File: src/hw/rtl/assert_macros.svh
// Assertion macros shared by the frame writer RTL.
// Depends on nothing; assertions are compiled out when SYNTHESIS is defined.
`ifndef ASSERT_MACROS_SVH
`define ASSERT_MACROS_SVH
`ifndef SYNTHESIS
// Clocked check that is switched off while reset is asserted.
`define LFW_ASSERT_SYNC(lbl, clk, rstn, prop, msg) \
    lbl: assert property (@(posedge clk) disable iff (!(rstn)) prop) else $error(msg);
// Clocked check that also holds while reset is asserted.
`define LFW_ASSERT_ALWAYS(lbl, clk, prop, msg) \
    lbl: assert property (@(posedge clk) prop) else $error(msg);
`else
`define LFW_ASSERT_SYNC(lbl, clk, rstn, prop, msg)
`define LFW_ASSERT_ALWAYS(lbl, clk, prop, msg)
`endif
`endif

File: src/hw/rtl/lfw_pkg.sv
// Package for the LOAS/LATM frame writer: widths, header constants,
// register indexes, the command type passed from front to back. No dependencies.
package lfw_pkg;

    // Payload length limit and derived widths.
    localparam int MAX_PAYLOAD_BYTES = 959;
    localparam int LEN_W             = 10;
    localparam int LEN_TOP           = (1 << LEN_W) - 1;
    localparam int MAX_LEN           = (MAX_PAYLOAD_BYTES < LEN_TOP) ? MAX_PAYLOAD_BYTES
                                                                     : LEN_TOP;
    localparam int ESC_STEP          = 255;
    localparam int ESC_MAX           = MAX_LEN / ESC_STEP;
    localparam int ESC_W             = (ESC_MAX < 2) ? 1 : $clog2(ESC_MAX + 1);
    localparam int MUX_W             = 13;
    localparam int CNT_W             = 3;

    // Command queue between front and back.
    localparam int Q_DEPTH = 4;
    localparam int Q_PTR_W = $clog2(Q_DEPTH);
    localparam int Q_CNT_W = Q_PTR_W + 1;

    // Configuration port.
    localparam int CFG_IDX_W  = 3;
    localparam int CFG_DATA_W = 4;
    localparam logic [CFG_IDX_W-1:0] CFG_SBR_ENABLE      = 3'd0;
    localparam logic [CFG_IDX_W-1:0] CFG_PS_ENABLE       = 3'd1;
    localparam logic [CFG_IDX_W-1:0] CFG_CORE_RATE_INDEX = 3'd2;
    localparam logic [CFG_IDX_W-1:0] CFG_CHANNEL_CONFIG  = 3'd3;
    localparam logic [CFG_IDX_W-1:0] CFG_EXT_RATE_INDEX  = 3'd4;
    localparam logic [3:0] RST_CORE_RATE_INDEX = 4'd5;
    localparam logic [3:0] RST_CHANNEL_CONFIG  = 4'd1;
    localparam logic [3:0] RST_EXT_RATE_INDEX  = 4'd5;

    // Header constants.
    localparam logic [7:0] SYNC_B0      = 8'h56;
    localparam logic [2:0] SYNC_B1_HI   = 3'b111;
    localparam logic [7:0] MUX_B3       = 8'h20;
    localparam logic [7:0] MUX_B4       = 8'h00;
    localparam logic [4:0] AOT_LC       = 5'b00010;
    localparam logic [4:0] AOT_SBR      = 5'b00101;
    localparam logic [4:0] AOT_PS       = 5'b11101;
    localparam logic [2:0] GA_CFG_BITS  = 3'b100;
    localparam logic [2:0] FRAME_LEN_TYPE = 3'b000;
    localparam logic [7:0] FULLNESS     = 8'hFF;
    localparam logic [1:0] MUX_FLAGS    = 2'b00;
    localparam logic [7:0] ESC_BYTE     = 8'hFF;
    // Mux length is payload + escape bytes + this base (header bytes after length).
    localparam logic [MUX_W-1:0] MUX_BASE_LC  = 13'd7;
    localparam logic [MUX_W-1:0] MUX_BASE_SBR = 13'd8;

    // One command per accepted item.
    typedef struct packed {
        logic               start;    // first item of a frame: emit header
        logic               last;     // frame ends with this item
        logic               has_pay;  // payload byte is part of the frame
        logic               sbr;
        logic               ps;
        logic [3:0]         core;
        logic [3:0]         chan;
        logic [3:0]         ext;
        logic [ESC_W-1:0]   esc;
        logic [7:0]         rem;
        logic [MUX_W-1:0]   mux_len;
        logic [7:0]         payload;
    } t_cmd;

    typedef struct packed {
        logic valid;
        t_cmd cmd;
    } t_q_head;

    // Number of whole 255 steps in a length.
    function automatic logic [ESC_W-1:0] esc_of(input logic [LEN_W-1:0] len);
        logic [ESC_W-1:0] e;
        e = '0;
        for (int k = 1; k <= ESC_MAX; k++) begin
            if ({1'b0, len} >= (LEN_W + 1)'(k * ESC_STEP)) begin
                e = ESC_W'(k);
            end
        end
        return e;
    endfunction

endpackage

File: src/hw/rtl/lfw_if.sv
// Stream interfaces of the frame writer: input item and output byte channels.
// Depends on lfw_pkg for field widths.
interface lfw_in_if import lfw_pkg::*; ();
    logic             valid;
    logic             ready;
    logic [7:0]       payload_byte;
    logic [LEN_W-1:0] frame_length;
    modport source (output valid, output payload_byte, output frame_length, input ready);
    modport sink   (input valid, input payload_byte, input frame_length, output ready);
endinterface

interface lfw_out_if;
    logic       valid;
    logic       ready;
    logic [7:0] out_byte;
    logic       end_of_run;
    logic       end_of_frame;
    modport source (output valid, output out_byte, output end_of_run, output end_of_frame,
                    input ready);
    modport sink   (input valid, input out_byte, input end_of_run, input end_of_frame,
                    output ready);
endinterface

File: src/hw/rtl/lfw_front.sv
// Front end: configuration registers, frame tracking and item classification.
// Depends on lfw_pkg and lfw_if; feeds commands into lfw_cmd_queue.
module lfw_front import lfw_pkg::*; (
    input  logic                  i_clk,
    input  logic                  i_rst_n,
    input  logic                  i_cfg_we,
    input  logic [CFG_IDX_W-1:0]  i_cfg_idx,
    input  logic [CFG_DATA_W-1:0] i_cfg_wdata,
    lfw_in_if.sink                in_ch,
    input  logic                  i_q_full,
    output logic                  o_push,
    output t_cmd                  o_cmd
);

    logic             r_sbr, r_ps;
    logic [3:0]       r_core, r_chan, r_ext;
    logic [LEN_W-1:0] r_left, n_left;
    logic [LEN_W-1:0] len_sat, rem_w;
    logic [ESC_W-1:0] esc;
    logic             start;

    always_ff @(posedge i_clk) begin
        if (!i_rst_n) begin
            r_sbr  <= 1'b0;
            r_ps   <= 1'b0;
            r_core <= RST_CORE_RATE_INDEX;
            r_chan <= RST_CHANNEL_CONFIG;
            r_ext  <= RST_EXT_RATE_INDEX;
        end else if (i_cfg_we) begin
            case (i_cfg_idx)
                CFG_SBR_ENABLE:      r_sbr  <= i_cfg_wdata[0];
                CFG_PS_ENABLE:       r_ps   <= i_cfg_wdata[0];
                CFG_CORE_RATE_INDEX: r_core <= i_cfg_wdata;
                CFG_CHANNEL_CONFIG:  r_chan <= i_cfg_wdata;
                CFG_EXT_RATE_INDEX:  r_ext  <= i_cfg_wdata;
                default: ;
            endcase
        end
    end

    assign in_ch.ready = !i_q_full;
    assign o_push      = in_ch.valid && in_ch.ready;
    assign start       = (r_left == '0);

    always_comb begin
        len_sat = ({1'b0, in_ch.frame_length} > (LEN_W + 1)'(MAX_LEN)) ? LEN_W'(MAX_LEN)
                                                                         : in_ch.frame_length;
        esc     = esc_of(len_sat);
        rem_w   = len_sat - LEN_W'(esc) * LEN_W'(ESC_STEP);

        o_cmd.start   = start;
        o_cmd.last    = start ? (len_sat <= LEN_W'(1)) : (r_left == LEN_W'(1));
        o_cmd.has_pay = start ? (len_sat != '0) : 1'b1;
        o_cmd.sbr     = r_sbr;
        o_cmd.ps      = r_ps;
        o_cmd.core    = r_core;
        o_cmd.chan    = r_chan;
        o_cmd.ext     = r_ext;
        o_cmd.esc     = esc;
        o_cmd.rem     = rem_w[7:0];
        o_cmd.mux_len = MUX_W'(len_sat) + MUX_W'(esc) + (r_sbr ? MUX_BASE_SBR : MUX_BASE_LC);
        o_cmd.payload = in_ch.payload_byte;

        if (start) begin
            n_left = (len_sat == '0) ? '0 : len_sat - LEN_W'(1);
        end else begin
            n_left = r_left - LEN_W'(1);
        end
    end

    always_ff @(posedge i_clk) begin
        if (!i_rst_n) begin
            r_left <= '0;
        end else if (o_push) begin
            r_left <= n_left;
        end
    end

endmodule

File: src/hw/rtl/lfw_cmd_queue.sv
// Small command queue between the front end and the byte sequencer.
// Depends on lfw_pkg for the command type and depth.
module lfw_cmd_queue import lfw_pkg::*; (
    input  logic    i_clk,
    input  logic    i_rst_n,
    input  logic    i_push,
    input  t_cmd    i_cmd,
    output logic    o_full,
    input  logic    i_pop,
    output t_q_head o_head
);

    t_cmd               r_mem [Q_DEPTH];
    logic [Q_PTR_W-1:0] r_wr, r_rd;
    logic [Q_CNT_W-1:0] r_cnt;

    assign o_full       = (r_cnt == Q_CNT_W'(Q_DEPTH));
    assign o_head.valid = (r_cnt != '0);
    assign o_head.cmd   = r_mem[r_rd];

    always_ff @(posedge i_clk) begin
        if (i_push) begin
            r_mem[r_wr] <= i_cmd;
        end
    end

    always_ff @(posedge i_clk) begin
        if (!i_rst_n) begin
            r_wr  <= '0;
            r_rd  <= '0;
            r_cnt <= '0;
        end else begin
            if (i_push) begin
                r_wr <= r_wr + Q_PTR_W'(1);
            end
            if (i_pop) begin
                r_rd <= r_rd + Q_PTR_W'(1);
            end
            case ({i_push, i_pop})
                2'b10:   r_cnt <= r_cnt + Q_CNT_W'(1);
                2'b01:   r_cnt <= r_cnt - Q_CNT_W'(1);
                default: r_cnt <= r_cnt;
            endcase
        end
    end

endmodule

File: src/hw/rtl/lfw_back.sv
// Back end: expands each queued command into frame bytes, one per cycle
// unless stalled, via a registered output stage. Depends on lfw_pkg, lfw_if.
module lfw_back import lfw_pkg::*; (
    input  logic    i_clk,
    input  logic    i_rst_n,
    input  t_q_head i_head,
    output logic    o_pop,
    lfw_out_if.source out_ch
);

    localparam logic [2:0] PH_BEGIN = 3'd0;
    localparam logic [2:0] PH_FIX   = 3'd1;
    localparam logic [2:0] PH_CFG   = 3'd2;
    localparam logic [2:0] PH_ESC   = 3'd3;
    localparam logic [2:0] PH_REM   = 3'd4;
    localparam logic [2:0] PH_PAY   = 3'd5;
    localparam logic [2:0] PH_FIN   = 3'd6;
    localparam logic [CNT_W-1:0] FIX_LAST = 3'd4;

    logic [2:0]       r_ph, n_ph, ph;
    logic [CNT_W-1:0] r_cnt, n_cnt, cfg_last;
    logic [7:0]       r_hold, n_hold;
    logic             r_ksel, n_ksel;
    logic             r_ov, r_eor, r_eof;
    logic [7:0]       r_byte;
    logic             can_emit, step, done, eof;
    logic [7:0]       byte_v, cfg_byte, merge_v, merge_in;
    logic [28:0]      asc_lc;
    logic [37:0]      asc_sbr;
    logic [39:0]      hdr;
    t_cmd             c;

    assign c        = i_head.cmd;
    assign can_emit = !r_ov || out_ch.ready;
    assign step     = i_head.valid && can_emit;
    assign o_pop    = step && done;

    // Left-justified header bits from the audio config up to the flag bits.
    assign asc_lc  = {AOT_LC, c.core, c.chan, GA_CFG_BITS, FRAME_LEN_TYPE, FULLNESS, MUX_FLAGS};
    assign asc_sbr = {(c.ps ? AOT_PS : AOT_SBR), c.core, c.chan, c.ext, AOT_LC, GA_CFG_BITS,
                      FRAME_LEN_TYPE, FULLNESS, MUX_FLAGS};
    assign hdr      = c.sbr ? {asc_sbr, 2'b00} : {asc_lc, 11'd0};
    assign cfg_last = c.sbr ? CNT_W'(3) : CNT_W'(2);

    always_comb begin
        case (r_cnt)
            3'd0:    cfg_byte = hdr[39:32];
            3'd1:    cfg_byte = hdr[31:24];
            3'd2:    cfg_byte = hdr[23:16];
            default: cfg_byte = hdr[15:8];
        endcase
    end

    // Held bits sit in the low part of r_hold: six with SBR, five without.
    always_comb begin
        if (r_ph == PH_REM) begin
            merge_in = c.rem;
        end else if (r_ph == PH_ESC) begin
            merge_in = ESC_BYTE;
        end else begin
            merge_in = c.payload;
        end
        merge_v = r_ksel ? {r_hold[5:0], merge_in[7:6]} : {r_hold[4:0], merge_in[7:5]};
    end

    always_comb begin
        ph     = (r_ph == PH_BEGIN) ? (c.start ? PH_FIX : PH_PAY) : r_ph;
        n_ph   = r_ph;
        n_cnt  = r_cnt;
        n_hold = r_hold;
        n_ksel = r_ksel;
        byte_v = '0;
        eof    = 1'b0;
        done   = 1'b0;
        case (ph)
            PH_FIX: begin
                case (r_cnt)
                    3'd0: begin
                        byte_v = SYNC_B0;
                        n_ksel = c.sbr;
                    end
                    3'd1:    byte_v = {SYNC_B1_HI, c.mux_len[12:8]};
                    3'd2:    byte_v = c.mux_len[7:0];
                    3'd3:    byte_v = MUX_B3;
                    default: byte_v = MUX_B4;
                endcase
                if (r_cnt == FIX_LAST) begin
                    n_ph  = PH_CFG;
                    n_cnt = '0;
                end else begin
                    n_ph  = PH_FIX;
                    n_cnt = r_cnt + CNT_W'(1);
                end
            end
            PH_CFG: begin
                byte_v = cfg_byte;
                if (r_cnt == cfg_last) begin
                    // Unsent tail is the end of fullness plus the two flags.
                    n_hold = {FULLNESS[5:0], MUX_FLAGS};
                    n_cnt  = '0;
                    n_ph   = (c.esc != '0) ? PH_ESC : PH_REM;
                end else begin
                    n_cnt  = r_cnt + CNT_W'(1);
                end
            end
            PH_ESC: begin
                byte_v = merge_v;
                n_hold = ESC_BYTE;
                if ((r_cnt + CNT_W'(1)) == CNT_W'(c.esc)) begin
                    n_ph  = PH_REM;
                    n_cnt = '0;
                end else begin
                    n_cnt = r_cnt + CNT_W'(1);
                end
            end
            PH_REM: begin
                byte_v = merge_v;
                n_hold = c.rem;
                n_ph   = c.has_pay ? PH_PAY : PH_FIN;
            end
            PH_PAY: begin
                byte_v = merge_v;
                n_hold = c.payload;
                if (c.last) begin
                    n_ph = PH_FIN;
                end else begin
                    n_ph = PH_BEGIN;
                    done = 1'b1;
                end
            end
            PH_FIN: begin
                byte_v = r_ksel ? {r_hold[5:0], 2'b00} : {r_hold[4:0], 3'b000};
                eof    = 1'b1;
                done   = 1'b1;
                n_ph   = PH_BEGIN;
            end
            default: begin
                n_ph = PH_BEGIN;
            end
        endcase
    end

    always_ff @(posedge i_clk) begin
        if (!i_rst_n) begin
            r_ph  <= PH_BEGIN;
            r_cnt <= '0;
            r_ov  <= 1'b0;
        end else begin
            if (step) begin
                r_ph  <= n_ph;
                r_cnt <= n_cnt;
                r_ov  <= 1'b1;
            end else if (out_ch.ready) begin
                r_ov  <= 1'b0;
            end
        end
    end

    always_ff @(posedge i_clk) begin
        if (step) begin
            r_hold <= n_hold;
            r_ksel <= n_ksel;
            r_byte <= byte_v;
            r_eor  <= done;
            r_eof  <= eof;
        end
    end

    assign out_ch.valid        = r_ov;
    assign out_ch.out_byte     = r_byte;
    assign out_ch.end_of_run   = r_eor;
    assign out_ch.end_of_frame = r_eof;

endmodule

File: src/hw/rtl/loas_latm_frame_writer_unit.sv
// Top level of the LOAS/LATM sync frame writer.
// Depends on lfw_pkg, lfw_if, lfw_front, lfw_cmd_queue, lfw_back, assert_macros.svh.
//
//  Channel   Direction  Handshake      Payload
//  i_in      sink       valid/ready    payload_byte[7:0], frame_length[9:0]
//  o_out     source     valid/ready    out_byte[7:0], end_of_run, end_of_frame
//  i_cfg_*   sink       write enable   i_cfg_idx[2:0], i_cfg_wdata[3:0]
//
// A payload item yields one output byte, and the frame's last item two (its
// byte plus the padded closing byte). A frame's first item yields one output
// byte per part: five fixed bytes, three or four config bytes, up to three
// escape bytes, the length byte, its payload byte unless the frame is empty
// and, for a frame of zero or one byte, the closing byte.
// Reset is synchronous and active low; it clears control state only.
// A four-entry command queue between the front end and the sequencer keeps
// accepting input items while the output side stalls or is busy, until full.
`include "assert_macros.svh"

module loas_latm_frame_writer_unit import lfw_pkg::*; (
    input  logic                  i_clk,
    input  logic                  i_rst_n,
    input  logic                  i_cfg_we,
    input  logic [CFG_IDX_W-1:0]  i_cfg_idx,
    input  logic [CFG_DATA_W-1:0] i_cfg_wdata,
    lfw_in_if.sink                i_in,
    lfw_out_if.source             o_out
);

    // Commands produced by the front end, one per accepted item.
    t_cmd    cmd;
    logic    q_push;
    logic    q_full;
    // Head of the queue as seen by the sequencer, and its release.
    t_q_head q_head;
    logic    q_pop;

    // The front end holds the registers and counts the bytes left in the frame.
    // It snapshots the registers into each command, so the header always uses
    // the values that were current when the frame's first item arrived.
    lfw_front u_front (
        .i_clk       (i_clk),
        .i_rst_n     (i_rst_n),
        .i_cfg_we    (i_cfg_we),
        .i_cfg_idx   (i_cfg_idx),
        .i_cfg_wdata (i_cfg_wdata),
        .in_ch       (i_in),
        .i_q_full    (q_full),
        .o_push      (q_push),
        .o_cmd       (cmd)
    );

    lfw_cmd_queue u_queue (
        .i_clk   (i_clk),
        .i_rst_n (i_rst_n),
        .i_push  (q_push),
        .i_cmd   (cmd),
        .o_full  (q_full),
        .i_pop   (q_pop),
        .o_head  (q_head)
    );

    // The sequencer walks the header, escape bytes, length byte and payload,
    // keeping the five or six unaligned bits between bytes in a small holder.
    lfw_back u_back (
        .i_clk   (i_clk),
        .i_rst_n (i_rst_n),
        .i_head  (q_head),
        .o_pop   (q_pop),
        .out_ch  (o_out)
    );

    // The closing byte of a frame is always the last byte of its item.
    `LFW_ASSERT_SYNC(a_eof_ends_run, i_clk, i_rst_n, o_out.valid && o_out.end_of_frame |-> o_out.end_of_run, "end of frame without end of run")
    // A new output byte can only come from a queued command.
    `LFW_ASSERT_SYNC(a_out_from_queue, i_clk, i_rst_n, $rose(o_out.valid) |-> $past(q_head.valid), "output byte with empty queue")
    // Releasing a command leaves its final byte in the output register.
    `LFW_ASSERT_SYNC(a_pop_shows_last, i_clk, i_rst_n, q_pop |=> o_out.valid && o_out.end_of_run, "command released without last byte")
    // Input back-pressure only comes from a queue that holds commands.
    `LFW_ASSERT_SYNC(a_stall_has_work, i_clk, i_rst_n, !i_in.ready |-> q_head.valid, "input stalled with empty queue")

endmodule

File: src/flat_wrapper.sv
// flat-port wrapper written by rule: the top's interface ports become plain ports
module loas_latm_frame_writer_unit_flat import lfw_pkg::*;
  (i_clk, i_rst_n, i_cfg_we, i_cfg_idx, i_cfg_wdata, i_in_valid, i_in_payload_byte, i_in_frame_length, i_in_ready, o_out_valid, o_out_out_byte, o_out_end_of_run, o_out_end_of_frame, o_out_ready);
  lfw_in_if i_in_i ();
  lfw_out_if o_out_i ();
  input  logic i_clk;
  input  logic i_rst_n;
  input  logic i_cfg_we;
  input  logic [CFG_IDX_W-1:0] i_cfg_idx;
  input  logic [CFG_DATA_W-1:0] i_cfg_wdata;
  input wire logic [$bits(i_in_i.valid)-1:0] i_in_valid;
  input wire logic [$bits(i_in_i.payload_byte)-1:0] i_in_payload_byte;
  input wire logic [$bits(i_in_i.frame_length)-1:0] i_in_frame_length;
  output wire logic [$bits(i_in_i.ready)-1:0] i_in_ready;
  output wire logic [$bits(o_out_i.valid)-1:0] o_out_valid;
  output wire logic [$bits(o_out_i.out_byte)-1:0] o_out_out_byte;
  output wire logic [$bits(o_out_i.end_of_run)-1:0] o_out_end_of_run;
  output wire logic [$bits(o_out_i.end_of_frame)-1:0] o_out_end_of_frame;
  input wire logic [$bits(o_out_i.ready)-1:0] o_out_ready;
  assign i_in_i.valid = i_in_valid;
  assign i_in_i.payload_byte = i_in_payload_byte;
  assign i_in_i.frame_length = i_in_frame_length;
  assign i_in_ready = i_in_i.ready;
  assign o_out_valid = o_out_i.valid;
  assign o_out_out_byte = o_out_i.out_byte;
  assign o_out_end_of_run = o_out_i.end_of_run;
  assign o_out_end_of_frame = o_out_i.end_of_frame;
  assign o_out_i.ready = o_out_ready;
  loas_latm_frame_writer_unit u_core (.i_clk(i_clk), .i_rst_n(i_rst_n), .i_cfg_we(i_cfg_we), .i_cfg_idx(i_cfg_idx), .i_cfg_wdata(i_cfg_wdata), .i_in(i_in_i), .o_out(o_out_i));
endmodule
File: config.mk
export PLATFORM = sky130hd
export DESIGN_NAME = loas_latm_frame_writer_unit_flat
export DESIGN_NICKNAME = d
export VERILOG_FILES = /design/src/hw/rtl/lfw_pkg.sv /design/src/hw/rtl/lfw_if.sv /design/src/hw/rtl/lfw_front.sv /design/src/hw/rtl/lfw_cmd_queue.sv /design/src/hw/rtl/lfw_back.sv /design/src/hw/rtl/loas_latm_frame_writer_unit.sv /design/src/flat_wrapper.sv
export VERILOG_INCLUDE_DIRS = /design/src /design/src/hw/rtl
export SDC_FILE = /design/constraint.sdc
export NUM_CORES = 1
export LEC_CHECK = 0
export BUFFER_PORTS_ARGS = -buffer_cell sky130_fd_sc_hd__clkbuf_2
export CAP_MARGIN = 25
export CORE_UTILIZATION = 50
export DETAILED_ROUTE_END_ITERATION = 10
export GPL_TIMING_DRIVEN = 0
export PLACE_DENSITY_LB_ADDON = 0.2
export SKIP_CTS_REPAIR_TIMING = 1
export SYNTH_ARGS = -nofsm -noshare
export SYNTH_HDL_FRONTEND = slang
export SYNTH_SLANG_ARGS = --single-unit
File: constraint.sdc
create_clock -name i_clk -period 12.3 [get_ports i_clk]
set_clock_uncertainty 0.05 [all_clocks]
set_input_delay 1.23 -clock i_clk [delete_from_list [all_inputs] [get_ports i_clk]]
set_output_delay 1.23 -clock i_clk [all_outputs]
set_load 0.05 [all_outputs]
# Word-level counts from Yosys, hierarchy flattened
# Memories as Yosys holds them, arrays and structs flattened. A register that Yosys moved wholly into a read port is not among the register bits.
# Cells that the tools add are included.
[totals]
regBits = 55
latchBits = 0
ramBits = 188
rom_bits = 0
inputBits = 30
output_inout_bits = 12
wordCells = 130
mem_count = 1
[op_classes]
add_sub_neg = 10
n_mul = 1
div_mod_pow = 0
n_lt_le_gt_ge = 5
eq_ne = 24
shift = 0
muxes = 44
bitwise_logic = 0
n_reduce_logical = 28
[memory_table]
columns = ["memory", "words", "width", "read_ports", "rd_ports_with_merged_regs", "write_ports", "line", "source"]
rows = [
  ["u_core.u_queue.r_mem", 4, 47, 1, 1, 1, "lfw_cmd_queue.sv:13", "t_cmd r_mem [Q_DEPTH];"],
]
[op_table]
columns = ["operator", "count"]
rows = [
  ["8-bit one-hot mux with 4 select lines", 2],
  ["40-bit two-way mux", 1],
  ["8-bit two-way mux", 4],
  ["10-bit two-way mux", 3],
  ["3-bit two-way mux", 9],
  ["6-bit one-hot mux with 4 select lines", 1],
  ["8-bit one-hot mux with 3 select lines", 1],
  ["3-bit by 2-bit == test with 1-bit output (second input constant)", 7],
  ["3-bit == test (second input constant)", 7],
  ["10-bit zero test", 2],
  ["10-bit by 1-bit subtractor with 10-bit output (second input constant)", 2],
  ["3-bit one-hot mux with 5 select lines", 1],
  ["11-bit by 4-bit adder with 12-bit output", 1],
  ["2-bit two-way mux", 6],
  ["2-bit AND reduction", 6],
  ["10-bit by 2-bit adder with 11-bit output", 1],
  ["10-bit by 1-bit == test with 1-bit output (second input constant)", 1],
  ["10-bit >= comparator (second input constant)", 1],
  ["10-bit by 8-bit >= comparator with 1-bit output (second input constant)", 1],
  ["10-bit by 9-bit >= comparator with 1-bit output (second input constant)", 1],
  ["10-bit > comparator (second input constant)", 1],
  ["10-bit by 1-bit <= comparator with 1-bit output (second input constant)", 1],
  ["1-bit two-way mux", 10],
  ["10-bit nonzero test", 1],
  ["25 further kinds", 41],
]

# Depth between registers and ports, before layout
[logic_depth]
ltp_word = 8
mapped_depth = 16
ltp_nobuf = 15

# Hierarchy
# From an unflattened synthesis, not the netlist that was laid out.
[hier_totals]
hier_cells = 820
area_unflattened_um2 = 11721.2
[modules_own_cells]
columns = ["module", "n_inst", "cells_per_inst", "area_per_inst_um2", "seq_area_each_um2"]
rows = [
  ["lfw_cmd_queue", 1, 292, 7360.8, 5945.7],
  ["lfw_front", 1, 304, 2337.2, 480.5],
  ["lfw_back", 1, 224, 2023.2, 650.6],
]

# Worst setup path after synthesis
# OpenSTA, ideal clock, no wires.
[synth_path]
kind = "input to register"
from = "input i_in_frame_length[7]"
to = "memory u_core.u_queue.r_mem[0][27] in the netlist's numbering, data pin"
setup_time_ns = 0.311
t_arrival_ns = 4.825
t_required_ns = 11.939
path_slack_ns = 7.114
path_stages = 14
n_path_buf = 1
cell_sequence = "buf_2 > nand3_1 > a2111oi_0 > nand2_1 > a21oi_1 > inv_1 > fa_1 > inv_1 > ha_1 > nor2_1 > a2111oi_0 > o31ai_1 > mux2i_1 > o311ai_0"
[synth_rtl]
columns = ["element", "line", "source"]
rows = [
  ["start: declaration", "flat_wrapper.sv:13", "input wire logic [$bits(i_in_i.frame_length)-1:0] i_in_frame_length;"],
  ["end: declaration", "lfw_cmd_queue.sv:13", ""],
]

==> summary.md <==
| Metric | Value |
|---|---|
| Critical Path Start Type | `input pin` |
| Min cycle time layout | `5440 ps` |
| Internal power | `1.90 mW` |
| Final ANT Viol Nets | `0` |
| Synth unique cells | `73` |
| CP Capture Type | `flop` |
| CTS buffer count | `25` |
| Number of remaining DRC errors | `1` |
| Slew Viols, Final | `0` |
| Clk root buf | `clkbuf_16` |
| Pre-antenna DRT Iters | `10` |
| TritonCTS sink count | `241` |
| Warnings, synthesis | `0` |
| Full die area | `0.0233 mm^2` |
| Inst Count DP | `1160` |
| Routed via count | `7003` |
| Logic gate share of total power | `35.4%` |
| # fillers | `1793` |
| Post-synth EDFFs | `201` |
| Tot GR Track Use | `21.4%` |
| Least-Margin Pin Slew | `860 ps` |
| Cell area after synthesis | `0.0114 mm^2` |
| Main synth FF type | `edfxtp_1` |
| Ant diodes | `0` |
| Mean post-synth cell area | `13.6 um^2` |
| Leakage | `4.47 nW` |
| Most used standard cell by instance count after synthesis | `edfxtp_1` |
| Synth top cells by count | `201 x edfxtp_1, 55 x a21oi_1, 54 x nor2_1, 44 x inv_1, 44 x nand2_1` |
| Clock Pin Slew Worst Setup and Hold Paths | `60 ps` |
| Max Cap Violations | `0` |
| Clk pwr share | `26.1%` |
| CTS tree | `done` |
| Post-DP HPWL | `17200 um` |
| RD Place Congestion | `0.903` |
| Tcrit/Tclk final | `44.3%` |
| Failing checks | `DRC` |
| Starting DRT DRC Count | `486` |
| Routed len/inst | `20.3 um` |
| Fin cells | `1205` |
| Seq/Total Area, Yosys | `60.1%` |
| I/O Pins | `42` |
| R2r setup slk | `9050 ps` |
| Final setup violation count | `0` |
| Antenna violations before repair | `0` |
| Layout cells sized above 1 | `17.1%` |
| Crit path from | `i_in_frame_length[7]` |
| IR drop worst, VDD | `0.164 mV` |
| FF-to-FF path depth | `11` |
| Max Freq | `0.184 GHz` |
| Fin nets | `973` |
| Initial Util | `51.6%` |
| Power Density | `224 mW/mm^2` |
| WL final | `24400 um` |
| CP required | `12430 ps` |
| Worst EP arrival | `5570 ps` |
| Worst slack, placed | `6250 ps` |
| First-pass GRT wire length | `38100 um` |
| Reg2reg end | `u_core.u_queue.r_cnt[2]` |
| Clock Path Buffers | `3` |
| Final TNS setup | `0 ps` |
| Outcome | `complete, but fails checks` |
| Sequential power share | `38.5%` |
| Clk_lat worst skew | `510 ps` |
| Area grow syn2layout | `12.9%` |
| Syn Inst Count | `835` |
| Top cells by area, synth | `edfxtp_1 53%, mux4_2 7.5%, dfxtp_1 7.0%` |
| Synth area leader | `edfxtp_1` |
| Largest net degree at the start of global routing | `28` |
| Vias in the first global route | `6749` |
| Tightest Hold Check Type | `reg -> reg` |
| Sw Pwr | `978 uW` |
| Port Buffer Count | `38` |
| Final hold viol count | `0` |
| Setup CP Type | `in -> reg` |
| Die height | `153 um` |
| H-Tree Depth | `1` |
| CP endpoint | `u_core.u_queue.r_mem[2][27]` |
| Post-route total power | `2.88 mW` |
| Vias per cell | `5.81` |
| FP Rows | `54` |
| Final setup margin | `6860 ps` |
| Switching share of total power | `34.0%` |
| Grt ovf | `0` |
| Share of the synthesized area in the top cell type | `53.1%` |
| Post-synth ARST share | `0%` |
| Synthesized flop and latch total | `241` |
| Max-slew headroom | `41.2%` |
| Worst Path Max Fanout | `8` |
| Core area | `0.0220 mm^2` |
| Chip width | `153 um` |
| RSZ-0062 raised after global routing | `no` |
## per-stage QoR
step                instance area, um^2  hold slack [ps]  utilization (%)
global placement                  11900              408             54.1
global route                      12800              452             58.3
floorplan                         11400              395                -
detailed placement                12000              421             54.5
CTS                               12800              430             58.3
finish                            12800              429             58.3
## logic make-up after synthesis
family | share of synthesized area, %
AND/OR/NAND/NOR | 8.95
AO/OA/AOI/OAI | 9.64
flip-flops | 60.1
adder cells (fa/ha/maj) | 4.62
other | 0.0330
multiplexers | 11.6
buffers and inverters | 3.30
XOR/XNOR | 1.69
## critical path, cell delays in order
cell,delay [ps]
buf_2,170
nand3_1,120
a2111oi_0,760
nand2_1,190
a21oi_1,540
inv_1,330
fa_1,600
inv_1,40
ha_1,310
nor2_1,60
a2111oi_0,560
o31ai_1,200
mux2i_1,180
o311ai_0,270
## how the worst min path moves through the flow
stage / to / slack [ps] / depth (start not counted) / from
final: u_core.u_front.r_left[8] / 430 / 2 / u_core.u_front.r_left[8]
after global routing: u_core.u_front.r_left[8] / 450 / 2 / u_core.u_front.r_left[8]
after CTS: u_core.u_front.r_left[8] / 430 / 2 / u_core.u_front.r_left[8]
after detailed placement: u_core.u_front.r_left[8] / 420 / 2 / u_core.u_front.r_left[8]
after global placement: u_core.u_front.r_left[8] / 410 / 2 / u_core.u_front.r_left[8]
after floorplan: u_core.u_front.r_left[8] / 400 / 2 / u_core.u_front.r_left[8]
## state kept, by name, summed over array words and instances, names as in the netlist, 4 cells and up, named ones only
| register | cells |
|---|---|
| u_core.u_front.r_ext | 4 |
| u_core.u_back.r_hold | 6 |
| u_core.u_back.out_ch.out_byte | 8 |
| u_core.u_front.r_chan | 4 |
| u_core.u_queue.r_mem | 184 |
| u_core.u_front.r_left | 10 |
| u_core.u_front.r_core | 4 |
## area by class of cell
class,instances,area (um^2),share of cell area (%)
Buffer,40,195,1.52
Clock buffer,37,741,5.77
Clock inverter,8,92.6,0.721
Inverter,48,180,1.40
Multi-Input combinational cell,509,4170,32.5
Sequential cell,241,6840,53.3
Tap cell,280,350,2.73
Timing Repair Buffer,42,270,2.11
## cells in the final DEF (no fill, tap or decap), types with 10 or more instances in the layout
| master | instances |
|---|---|
| dfxtp_1 | 40 |
| ha_1 | 26 |
| inv_1 | 44 |
| o21ai_0 | 29 |
| clkbuf_1 | 28 |
| xnor2_1 | 13 |
| edfxtp_1 | 201 |
| clkbuf_2 | 38 |
| nand2b_1 | 17 |
| nor2_1 | 54 |
| nor3_1 | 14 |
| clkbuf_16 | 25 |
| o22ai_1 | 10 |
| fa_1 | 10 |
| nand2_1 | 44 |
| a21oi_1 | 55 |
| mux2i_1 | 33 |
| mux4_2 | 38 |
## layer usage
layer  wire length [um]  GRT usage [%]  vias to the layer above
met5                  0              0                        -
met4                604           5.96                        0
met3               1190           2.73                       39
met2              11500           34.4                      208
met1              11100           30.6                     3440
li1                   -              -                     3316
## power by group through the flow
| stage | clock (mW) | combinational, mW | sequential (mW) |
|---|---|---|---|
| CTS | 0.764 | 1.02 | 1.11 |
| finish | 0.751 | 1.02 | 1.11 |
| global placement | 0 | 0.997 | 1.12 |
| floorplan | 0 | 0.689 | 1.18 |
| detailed placement | 0 | 1.01 | 1.12 |
| global route | 0.793 | 1.11 | 1.12 |
(Power assumes the default switching activity.)
